[src/hdl/cpps_pkg.sv]
// Shared types and constants of the closest projected point search core.
// Used by cpps_div and closest_projected_point_search_core; depends on nothing.
package cpps_pkg;

    // Point and result field widths
    localparam int COORD_W   = 32;
    localparam int PIX_W     = 24;
    localparam int INDEX_W   = 16;

    // Divider geometry: quotient bits, dividend and divisor widths
    localparam int QUO_W     = 28;
    localparam int DVND_W    = 64;
    localparam int DVSR_W    = 39;
    localparam int DVS_W     = DVSR_W + QUO_W - 1;
    localparam int STEP_W    = 5;

    // Saturated pixel difference and squared distance widths
    localparam int DMAG_W    = 25;
    localparam int DIST_W    = 50;

    // Configuration register indexes
    localparam int CFG_ADDR_W = 3;
    typedef enum logic [CFG_ADDR_W-1:0] {
        CFG_HALF_WIDTH   = 3'd0,
        CFG_HALF_HEIGHT  = 3'd1,
        CFG_SCALE_X      = 3'd2,
        CFG_SCALE_Y      = 3'd3,
        CFG_QUERY_X      = 3'd4,
        CFG_QUERY_Y      = 3'd5,
        CFG_MAX_DISTANCE = 3'd6
    } t_cfg_idx;

    // Sequencer states, one-hot
    typedef enum logic [8:0] {
        S_IDLE   = 9'b000000001,
        S_MULY   = 9'b000000010,
        S_DIVY   = 9'b000000100,
        S_MULZ   = 9'b000001000,
        S_DIVZ   = 9'b000010000,
        S_SQX    = 9'b000100000,
        S_SQY    = 9'b001000000,
        S_LIM    = 9'b010000000,
        S_DECIDE = 9'b100000000
    } t_state;

    // Divider control from the sequencer
    typedef struct packed {
        logic load;
        logic step;
    } t_div_ctl;

endpackage

[src/hdl/cpps_div.sv]
// Restoring divider, one quotient bit per cycle while i_ctl.step is high, for the projection offsets.
// Depends on cpps_pkg for widths and the control struct.
module cpps_div (
    input  logic                            i_clk,
    input  cpps_pkg::t_div_ctl              i_ctl,
    input  logic [cpps_pkg::DVND_W-1:0]     i_dividend,
    input  logic [cpps_pkg::DVSR_W-1:0]     i_divisor,
    output logic [cpps_pkg::QUO_W-1:0]      o_quot
);

    logic [cpps_pkg::DVND_W-1:0] r_rem;
    logic [cpps_pkg::DVS_W-1:0]  r_dvs;
    logic [cpps_pkg::QUO_W-1:0]  r_quo;
    logic                        ge;

    // Compare remainder against the shifted divisor
    assign ge = {{(cpps_pkg::DVS_W-cpps_pkg::DVND_W){1'b0}}, r_rem} >= r_dvs;

    // Load operands, then subtract and shift one bit each step.
    // The first quotient bit flags a quotient too large to matter.
    always_ff @(posedge i_clk) begin
        if (i_ctl.load) begin
            r_rem <= i_dividend;
            r_dvs <= {i_divisor, {(cpps_pkg::QUO_W-1){1'b0}}};
            r_quo <= '0;
        end else if (i_ctl.step) begin
            if (ge) begin
                r_rem <= r_rem - r_dvs[cpps_pkg::DVND_W-1:0];
            end
            r_quo <= {r_quo[cpps_pkg::QUO_W-2:0], ge};
            r_dvs <= r_dvs >> 1;
        end
    end

    assign o_quot = r_quo;

endmodule

[src/hdl/closest_projected_point_search_core.sv]
// Top level of the closest projected point search: sequencer, shared multiplier,
// configuration registers, search state and output register. Depends on cpps_pkg, cpps_div.
//
//  channel | direction | handshake                  | payload
//  --------+-----------+----------------------------+----------------------------------
//  s       | in        | i_s_tvalid / o_s_tready    | tdata: point_x, point_y, point_z; tlast
//  m       | out       | o_m_tvalid / i_m_tready    | tdata: best_index, best_x/y/z; tuser
//  cfg     | in        | i_cfg_valid / o_cfg_ready  | i_cfg_addr register index, i_cfg_data
//
// A point with positive depth occupies the sequencer from its acceptance until the next one can
// be taken: one multiply and 28 divider steps per projected axis, three multiplies, a compare
// and the idle state that takes the next point; the bit-serial divider takes most of that time.
// A point with depth <= 0 goes from idle straight to the compare and back. On the last point
// of a run the sequencer waits until the output register is free.
// Reset (synchronous, active low) restores the register defaults and clears the search.
// Configuration writes are always taken (o_cfg_ready is high).
module closest_projected_point_search_core #(
    parameter int MAX_POINTS = 65536
) (
    input  logic                               i_clk,
    input  logic                               i_rst_n,
    input  logic                               i_s_tvalid,
    output logic                               o_s_tready,
    input  logic [3*cpps_pkg::COORD_W-1:0]     i_s_tdata,   // point_x, point_y, point_z
    input  logic                               i_s_tlast,   // last_point
    output logic                               o_m_tvalid,
    input  logic                               i_m_tready,
    output logic [cpps_pkg::INDEX_W+3*cpps_pkg::COORD_W-1:0] o_m_tdata, // best_index, best_x,
                                                                        // best_y, best_z
    output logic                               o_m_tuser,   // found
    input  logic                               i_cfg_valid,
    output logic                               o_cfg_ready,
    input  logic [cpps_pkg::CFG_ADDR_W-1:0]    i_cfg_addr,
    input  logic [31:0]                        i_cfg_data
);

    localparam int CW = cpps_pkg::COORD_W;
    localparam int PW = cpps_pkg::PIX_W;
    localparam int IW = cpps_pkg::INDEX_W;
    localparam int DW = cpps_pkg::DIST_W;
    localparam int MW = cpps_pkg::DMAG_W;

    // Configuration registers
    logic [PW-1:0]        r_half_width, r_half_height, r_max_dist;
    logic [CW-1:0]        r_scale_x, r_scale_y;
    logic [PW-1:0]        r_query_x, r_query_y;

    // Sequencer and working registers
    cpps_pkg::t_state     r_state;
    logic [cpps_pkg::STEP_W-1:0] r_step;
    logic [CW-1:0]        r_px, r_py, r_pz;
    logic                 r_last, r_skip;
    logic [MW-1:0]        r_dmx, r_dmy;
    logic [2*CW-1:0]      r_prod;
    logic [DW-1:0]        r_acc;

    // Search state
    logic                 r_have;
    logic [DW-1:0]        r_best_dist;
    logic [IW-1:0]        r_best_pos, r_cnt;
    logic [CW-1:0]        r_best_x, r_best_y, r_best_z;

    // Output register
    logic                 r_out_valid;
    logic                 r_out_found;
    logic [IW+3*CW-1:0]   r_out_data;

    // Datapath signals
    logic                 s_acc;
    logic [CW-1:0]        op_a, op_b;
    logic [2*CW-1:0]      mul_out;
    logic [CW-1:0]        mag_y, mag_z;
    cpps_pkg::t_div_ctl   div_ctl;
    logic [cpps_pkg::DVSR_W-1:0] divisor;
    logic [cpps_pkg::QUO_W-1:0]  quot;
    logic [MW-1:0]        diff_now;
    logic                 upd, out_busy, hold, step_end, depth_bad;
    logic [IW:0]          cnt_inc;
    logic [IW-1:0]        cnt_next;

    // Saturated magnitude of base + (neg ? -q : q) - query; a set top quotient bit
    // means the offset alone exceeds any accepted distance
    function automatic logic [cpps_pkg::DMAG_W-1:0] f_diff_mag(
        input logic [cpps_pkg::QUO_W-1:0] q,
        input logic                       neg,
        input logic [cpps_pkg::PIX_W-1:0] base,
        input logic [cpps_pkg::PIX_W-1:0] query
    );
        logic [29:0] off;
        logic [29:0] v;
        logic [29:0] m;
        off = {3'b000, q[cpps_pkg::QUO_W-2:0]};
        v = {6'b000000, base} - {{6{query[cpps_pkg::PIX_W-1]}}, query}
            + (neg ? (30'd0 - off) : off);
        m = v[29] ? (30'd0 - v) : v;
        if (q[cpps_pkg::QUO_W-1] || (m > 30'h1000000)) begin
            f_diff_mag = 25'h1000000;
        end else begin
            f_diff_mag = m[cpps_pkg::DMAG_W-1:0];
        end
    endfunction

    assign s_acc       = i_s_tvalid && o_s_tready;
    assign o_s_tready  = (r_state == cpps_pkg::S_IDLE);
    assign o_cfg_ready = 1'b1;
    assign depth_bad   = i_s_tdata[CW-1] || (i_s_tdata[CW-1:0] == '0);

    // Magnitudes of the lateral coordinates
    assign mag_y = r_py[CW-1] ? (CW'(0) - r_py) : r_py;
    assign mag_z = r_pz[CW-1] ? (CW'(0) - r_pz) : r_pz;

    // Shared multiplier operand selection
    always_comb begin
        op_a = mag_y;
        op_b = r_scale_x;
        case (r_state)
            cpps_pkg::S_MULZ: begin
                op_a = mag_z;
                op_b = r_scale_y;
            end
            cpps_pkg::S_SQX: begin
                op_a = {7'b0, r_dmx};
                op_b = {7'b0, r_dmx};
            end
            cpps_pkg::S_SQY: begin
                op_a = {7'b0, r_dmy};
                op_b = {7'b0, r_dmy};
            end
            cpps_pkg::S_LIM: begin
                op_a = {8'b0, r_max_dist};
                op_b = {8'b0, r_max_dist};
            end
            default: begin
                op_a = mag_y;
                op_b = r_scale_x;
            end
        endcase
    end

    assign mul_out = op_a * op_b;

    // Divider: divisor is depth times 256
    assign divisor      = {r_px[CW-2:0], 8'b0};
    assign div_ctl.load = (r_state == cpps_pkg::S_MULY) || (r_state == cpps_pkg::S_MULZ);
    assign div_ctl.step = (r_state == cpps_pkg::S_DIVY) || (r_state == cpps_pkg::S_DIVZ);
    assign step_end     = (r_step == cpps_pkg::STEP_W'(cpps_pkg::QUO_W - 1));

    cpps_div u_div (
        .i_clk      (i_clk),
        .i_ctl      (div_ctl),
        .i_dividend (mul_out),
        .i_divisor  (divisor),
        .o_quot     (quot)
    );

    // Pixel difference from the finished quotient of the current axis
    assign diff_now = (r_state == cpps_pkg::S_MULZ)
                    ? f_diff_mag(quot, r_py[CW-1], r_half_width, r_query_x)
                    : f_diff_mag(quot, !r_pz[CW-1], r_half_height, r_query_y);

    // Acceptance and improvement test; r_prod holds the limit squared here
    assign upd = !r_skip && (r_acc <= r_prod[DW-1:0])
              && (!r_have || (r_acc < r_best_dist));
    assign out_busy = r_out_valid && !i_m_tready;
    assign hold     = r_last && out_busy;

    // Position counter wraps at MAX_POINTS and at 16 bits
    assign cnt_inc  = {1'b0, r_cnt} + (IW+1)'(1);
    assign cnt_next = (32'(cnt_inc) == 32'(MAX_POINTS)) ? '0 : cnt_inc[IW-1:0];

    // Configuration writes
    always_ff @(posedge i_clk) begin
        if (!i_rst_n) begin
            r_half_width  <= 24'd245760;
            r_half_height <= 24'd138240;
            r_scale_x     <= 32'd62914560;
            r_scale_y     <= 32'd62914560;
            r_query_x     <= '0;
            r_query_y     <= '0;
            r_max_dist    <= '0;
        end else if (i_cfg_valid) begin
            unique case (cpps_pkg::t_cfg_idx'(i_cfg_addr))
                cpps_pkg::CFG_HALF_WIDTH:   r_half_width  <= i_cfg_data[PW-1:0];
                cpps_pkg::CFG_HALF_HEIGHT:  r_half_height <= i_cfg_data[PW-1:0];
                cpps_pkg::CFG_SCALE_X:      r_scale_x     <= i_cfg_data;
                cpps_pkg::CFG_SCALE_Y:      r_scale_y     <= i_cfg_data;
                cpps_pkg::CFG_QUERY_X:      r_query_x     <= i_cfg_data[PW-1:0];
                cpps_pkg::CFG_QUERY_Y:      r_query_y     <= i_cfg_data[PW-1:0];
                cpps_pkg::CFG_MAX_DISTANCE: r_max_dist    <= i_cfg_data[PW-1:0];
                default: ;
            endcase
        end
    end

    // Sequencer
    always_ff @(posedge i_clk) begin
        if (!i_rst_n) begin
            r_state <= cpps_pkg::S_IDLE;
            r_step  <= '0;
        end else begin
            unique case (r_state)
                cpps_pkg::S_IDLE: begin
                    if (s_acc) begin
                        r_state <= depth_bad ? cpps_pkg::S_DECIDE : cpps_pkg::S_MULY;
                    end
                end
                cpps_pkg::S_MULY: begin
                    r_step  <= '0;
                    r_state <= cpps_pkg::S_DIVY;
                end
                cpps_pkg::S_DIVY: begin
                    r_step <= r_step + 1'b1;
                    if (step_end) begin
                        r_state <= cpps_pkg::S_MULZ;
                    end
                end
                cpps_pkg::S_MULZ: begin
                    r_step  <= '0;
                    r_state <= cpps_pkg::S_DIVZ;
                end
                cpps_pkg::S_DIVZ: begin
                    r_step <= r_step + 1'b1;
                    if (step_end) begin
                        r_state <= cpps_pkg::S_SQX;
                    end
                end
                cpps_pkg::S_SQX:    r_state <= cpps_pkg::S_SQY;
                cpps_pkg::S_SQY:    r_state <= cpps_pkg::S_LIM;
                cpps_pkg::S_LIM:    r_state <= cpps_pkg::S_DECIDE;
                cpps_pkg::S_DECIDE: begin
                    if (!hold) begin
                        r_state <= cpps_pkg::S_IDLE;
                    end
                end
                default: r_state <= cpps_pkg::S_IDLE;
            endcase
        end
    end

    // Capture the point and run the distance datapath
    always_ff @(posedge i_clk) begin
        if (s_acc) begin
            r_px   <= i_s_tdata[CW-1:0];
            r_py   <= i_s_tdata[2*CW-1:CW];
            r_pz   <= i_s_tdata[3*CW-1:2*CW];
            r_last <= i_s_tlast;
            r_skip <= depth_bad;
        end
        case (r_state)
            cpps_pkg::S_MULZ: r_dmx <= diff_now;
            cpps_pkg::S_SQX: begin
                r_dmy  <= diff_now;
                r_prod <= mul_out;
            end
            cpps_pkg::S_SQY: begin
                r_acc  <= r_prod[DW-1:0];
                r_prod <= mul_out;
            end
            cpps_pkg::S_LIM: begin
                r_acc  <= r_acc + r_prod[DW-1:0];
                r_prod <= mul_out;
            end
            default: ;
        endcase
    end

    // Search state: keep the first closest accepted point; clear after the last one
    always_ff @(posedge i_clk) begin
        if (!i_rst_n) begin
            r_have <= 1'b0;
            r_cnt  <= '0;
        end else if (r_state == cpps_pkg::S_DECIDE && !hold) begin
            if (r_last) begin
                r_have <= 1'b0;
                r_cnt  <= '0;
            end else begin
                r_cnt <= cnt_next;
                if (upd) begin
                    r_have <= 1'b1;
                end
            end
        end
    end

    always_ff @(posedge i_clk) begin
        if (r_state == cpps_pkg::S_DECIDE && !hold && upd) begin
            r_best_dist <= r_acc;
            r_best_pos  <= r_cnt;
            r_best_x    <= r_px;
            r_best_y    <= r_py;
            r_best_z    <= r_pz;
        end
    end

    // Output register: drain on handshake, load the run result
    always_ff @(posedge i_clk) begin
        if (!i_rst_n) begin
            r_out_valid <= 1'b0;
        end else if (r_state == cpps_pkg::S_DECIDE && r_last && !out_busy) begin
            r_out_valid <= 1'b1;
        end else if (i_m_tready) begin
            r_out_valid <= 1'b0;
        end
    end

    always_ff @(posedge i_clk) begin
        if (r_state == cpps_pkg::S_DECIDE && r_last && !out_busy) begin
            r_out_found <= upd || r_have;
            if (upd) begin
                r_out_data <= {r_pz, r_py, r_px, r_cnt};
            end else if (r_have) begin
                r_out_data <= {r_best_z, r_best_y, r_best_x, r_best_pos};
            end else begin
                r_out_data <= '0;
            end
        end
    end

    assign o_m_tvalid = r_out_valid;
    assign o_m_tdata  = r_out_data;
    assign o_m_tuser  = r_out_found;

    // An accepted point takes the sequencer out of idle, so ready drops after each acceptance
    a_busy_after_accept: assert property (@(posedge i_clk) disable iff (!i_rst_n)
        s_acc |=> !o_s_tready)
        else $error("ready high right after a point was accepted");

    // Results only come out of the decide step
    a_result_from_decide: assert property (@(posedge i_clk) disable iff (!i_rst_n)
        $rose(o_m_tvalid) |-> $past(r_state == cpps_pkg::S_DECIDE) && $past(r_last))
        else $error("result raised outside the decide step of a last point");

    // The Y-axis divider runs its full step count before leaving
    a_div_hold: assert property (@(posedge i_clk) disable iff (!i_rst_n)
        ((r_state == cpps_pkg::S_DIVY) && !step_end) |=> (r_state == cpps_pkg::S_DIVY))
        else $error("divider left before its last step");

    // An empty search reports zero fields
    a_empty_zero: assert property (@(posedge i_clk) disable iff (!i_rst_n)
        (o_m_tvalid && !o_m_tuser) |-> (o_m_tdata == '0))
        else $error("nothing found but result fields nonzero");

endmodule

[config.mk]
export PLATFORM = sky130hd
export DESIGN_NAME = closest_projected_point_search_core
export DESIGN_NICKNAME = d
export VERILOG_FILES = /design/src/hdl/cpps_pkg.sv /design/src/hdl/cpps_div.sv /design/src/hdl/closest_projected_point_search_core.sv
export SDC_FILE = /design/constraint.sdc
export NUM_CORES = 2
export LEC_CHECK = 0
export BUFFER_PORTS_ARGS = -buffer_cell sky130_fd_sc_hd__buf_2
export CORE_ASPECT_RATIO = 0.75
export CORE_MARGIN = 4
export CORE_UTILIZATION = 44
export CTS_CLUSTER_DIAMETER = 50
export DETAILED_ROUTE_END_ITERATION = 8
export PLACE_DENSITY = 0.63
export SLEW_MARGIN = 40
export SYNTH_ARGS = -nofsm -noshare
export SYNTH_HDL_FRONTEND = slang
export SYNTH_HIERARCHICAL = 1
export SYNTH_SLANG_ARGS = --single-unit
export TNS_END_PERCENT = 10
[constraint.sdc]
create_clock -name i_clk -period 38.8 [get_ports i_clk]
set_clock_uncertainty 0.15 [all_clocks]
set_input_delay 1.94 -clock i_clk [delete_from_list [all_inputs] [get_ports i_clk]]
set_output_delay 1.94 -clock i_clk [all_outputs]
set_load 0.01 [all_outputs]
==> impl_metrics.csv <==
group,metric,value,unit
status,status,"finished clean",
critical_path,worst_setup_path_end_kind,"flip-flop",
clock_network,cts.repair.resized,0,
layout,final_net_count,11200,
timing,maxSlewViolCount,0,
drt,wl_per_cell,23.6,um
logic_synthesis,synthCells,9525,
run,drv_cap,0,
clock_network,cts_tree,"built",
timing,timing.fmax,0.0716,GHz
drt,remaining_drc_errors,0,
logic_synthesis,yosysUniqueCellTypes,95,
layout,post-route-util,0.484,
drt,vias,69800,
clock_network,cts_buffers,102,
placed_design,port_buffers,251,
drt,drtIter0Drc,7288,
timing,setup_tns,0,ns
floorplan,rows,140,
layout,num-fill-cells,18200,
timing,setup_viol,0,
layout,seq_area,0.0242,mm2
layout,fin_area,0.0939,mm2
drt,vias_per_cell,5.69,
clock_network,post_cts_buffers,0,
grt,grt_pass1_wl,435000,um
grt,grt_max_degree,115,
placed_design,hpwl,223000,um
clock_network,clkTransAtPathRegs,0.06,ns
clock_network,clk-insertion-delay-late,0.74,ns
placed_design,dpl.cell_count,12100,
timing,finalHoldViolCount,0,
clock_network,cts-root-buf,"clkbuf_16",
worst_hold_path,min_path_cells,0,
grt,grt_usage,0.282,
layout,stdcell_count,12300,
worst_hold_path,hold_class,"flip-flop to flip-flop",
floorplan,initial_utilization,0.442,
critical_path,cpMostUsedCell,"fa_1",
floorplan,die_area,0.202,mm2
critical_path,critPathKind,"flip-flop to flip-flop",
clock_network,postCtsHoldBufs,0,
timing,grt_setup_unrepaired,"false",
floorplan,die_x,518,um
layout,area_delta_synth_final,9.48,%
logic_synthesis,synthesis.area,0.0858,mm2
logic_synthesis,synth.avg_cell_area,9.00,um2
placed_design,place_area,0.0903,mm2
critical_path,cp_slowest_stage_delay,0.75,ns
floorplan,die_h,390,um
drt,routed_wl,290000,um
clock_network,cts_buffer_depth,3,
timing,post-route-min-period,13.96,ns
clock_network,clock_sinks,897,
logic_synthesis,ys.flop_type,"edfxtp_1",
critical_path,cp.arrival,14.32,ns
layout,multiInputGateArea,0.0551,mm2
floorplan,core-area,0.194,mm2
drt,antenna_left,0,
timing,timing.max_slew.rel_slack,0.360,
timing,timing.final.crit_share,0.360,
clock_network,htreeDepth,3,
logic_synthesis,ys_seq_area_frac,0.282,
timing,worst_pin_slew,0.961,ns
logic_synthesis,ys_ff_latch,897,
placed_design,gp_congestion,1.01,
critical_path,r2r_cells,43,
grt,grt-ovfl-total,0,
grt,antenna_found_initial,21,
logic_synthesis,async_flop_share,0,
critical_path,ff2ff_setup_slack,24.84,ns
pwr,p_leak,41.7,nW
grt,grt_pass1_vias,69000,
pwr,power.density,75.1,mW/mm2
critical_path,critPathMaxFanout,65,
layout,drive_gt1_frac,0.0750,
logic_synthesis,synth-edff-count,626,
critical_path,cp_slowest_cell,"o21a_2",
pwr,vdd.ir_drop.worst,0.000172,V
pwr,finalPower,0.00705,W
logic_synthesis,ys_warn_count,6,
floorplan,ios,253,
critical_path,cp-start-kind,"flip-flop",
critical_path,required,39.16,ns
drt,firstDrtPassIters,8,
-- registers in the layout, summed over array words and instances (netlist names), 50 cells and up --
signal,cells
o_m_tdata,112
r_prod,50
u_div/r_rem,64
u_div/r_dvs,66
r_acc,50
r_best_dist,50
-- cells in the mapped netlist (43+ instances only) --
| cell type | instances | share of area |
|---|---|---|
| nand4_1 | 75 | 0.0055 |
| nand2_1 | 1416 | 0.062 |
| o21a_1 | 53 | 0.0046 |
| nand2b_1 | 66 | 0.0048 |
| and3_1 | 52 | 0.0038 |
| o21bai_1 | 53 | 0.0046 |
| and2_1 | 47 | 0.0034 |
| a21o_1 | 173 | 0.015 |
| xnor2_1 | 289 | 0.030 |
| inv_1 | 1388 | 0.061 |
| dfxtp_1 | 271 | 0.063 |
| or3_1 | 59 | 0.0043 |
| buf_1 | 45 | 0.0020 |
| edfxtp_1 | 626 | 0.22 |
| a211oi_1 | 54 | 0.0047 |
| nor3_1 | 88 | 0.0051 |
| nor4_1 | 43 | 0.0031 |
| o21ai_0 | 376 | 0.022 |
| ha_1 | 588 | 0.086 |
| a21boi_0 | 197 | 0.017 |
| nor2b_1 | 57 | 0.0042 |
| clkbuf_1 | 376 | 0.016 |
| xor2_1 | 103 | 0.011 |
| nor2_1 | 975 | 0.043 |
| fa_1 | 902 | 0.21 |
| a21oi_1 | 372 | 0.022 |
| mux2i_1 | 182 | 0.021 |
| nand3_1 | 126 | 0.0074 |
-- layout make-up --
type                    count  share of cell area
well taps                2556              0.0341
repair buffers            412              0.0277
clock inverters            67             0.00865
clock buffers             126              0.0288
flip-flops and latches    897               0.258
diodes                     13            0.000346
inverters                1389              0.0557
multi-input cells        6804               0.587
-- power breakdown --
part / total [W] / internal, W / switching (W)
clock network: 0.00102 / 0.000580 / 0.000436
logic: 0.00486 / 0.00155 / 0.00331
registers: 0.00117 / 0.00115 / 0.0000172
total: 0.00705 / 0.00329 / 0.00376
-- placed cells by master, fill, tap and decap left out, types with 100 or more instances in the layout --
master     synthesis  routed
fa_1             902     902
xor2_1           103     100
nand3_1          126     123
mux2i_1          182     182
edfxtp_1         626     626
buf_2             18     251
nor2_1           975     971
nand2_1         1416    1414
ha_1             588     588
xnor2_1          289     277
a21o_1           173     171
o21ai_0          376     368
buf_4              1     146
clkbuf_16          0     104
a21oi_1          372     361
dfxtp_1          271     270
inv_1           1388    1384
a21boi_0         197     197
-- cell families after synthesis --
logic type | synth area share
other | 0.0000876
muxes | 0.0219
adders and majority gates | 0.296
xor gates and xnor gates | 0.0400
AOI/OAI and AO/OA | 0.122
and+or+nand+nor | 0.156
buffers and inverters | 0.0806
DFF | 0.282
-- routing by layer --
metal,vias to the layer above,part of all wire,track usage
met3,626,0.12,0.0930
met5,-,0.00020,0
met2,3441,0.41,0.411
li1,31400,-,-
met4,8,0.044,0.107
met1,34300,0.42,0.389
-- path summary, 6_finish.rpt --
path,from,to
max,r_state[8],u_div/r_rem[63]
min reg2reg,r_py[21],r_best_y[21]
min,r_py[21],r_best_y[21]
max reg2reg,r_state[8],u_div/r_rem[63]
-- metrics by stage --
stage	hold slack, ns	worst slack, ns
global placement	0.286	24.39
finish	0.306	24.84
global route	0.305	24.39
detailed placement	0.286	25.20
CTS	0.301	25.08
floorplan	0.274	26.09
-- critical path, delay by kind of cell, from the launching register on --
family,cells,cell delay [ns]
and+or+nand+nor,10,2.19
DFF,1,0.42
buffers and inverters,10,1.86
xor gates and xnor gates,1,0.22
adders and majority gates,9,4.76
AOI/OAI and AO/OA,13,4.10
No activity file was read; power rests on OpenSTA's default activity.
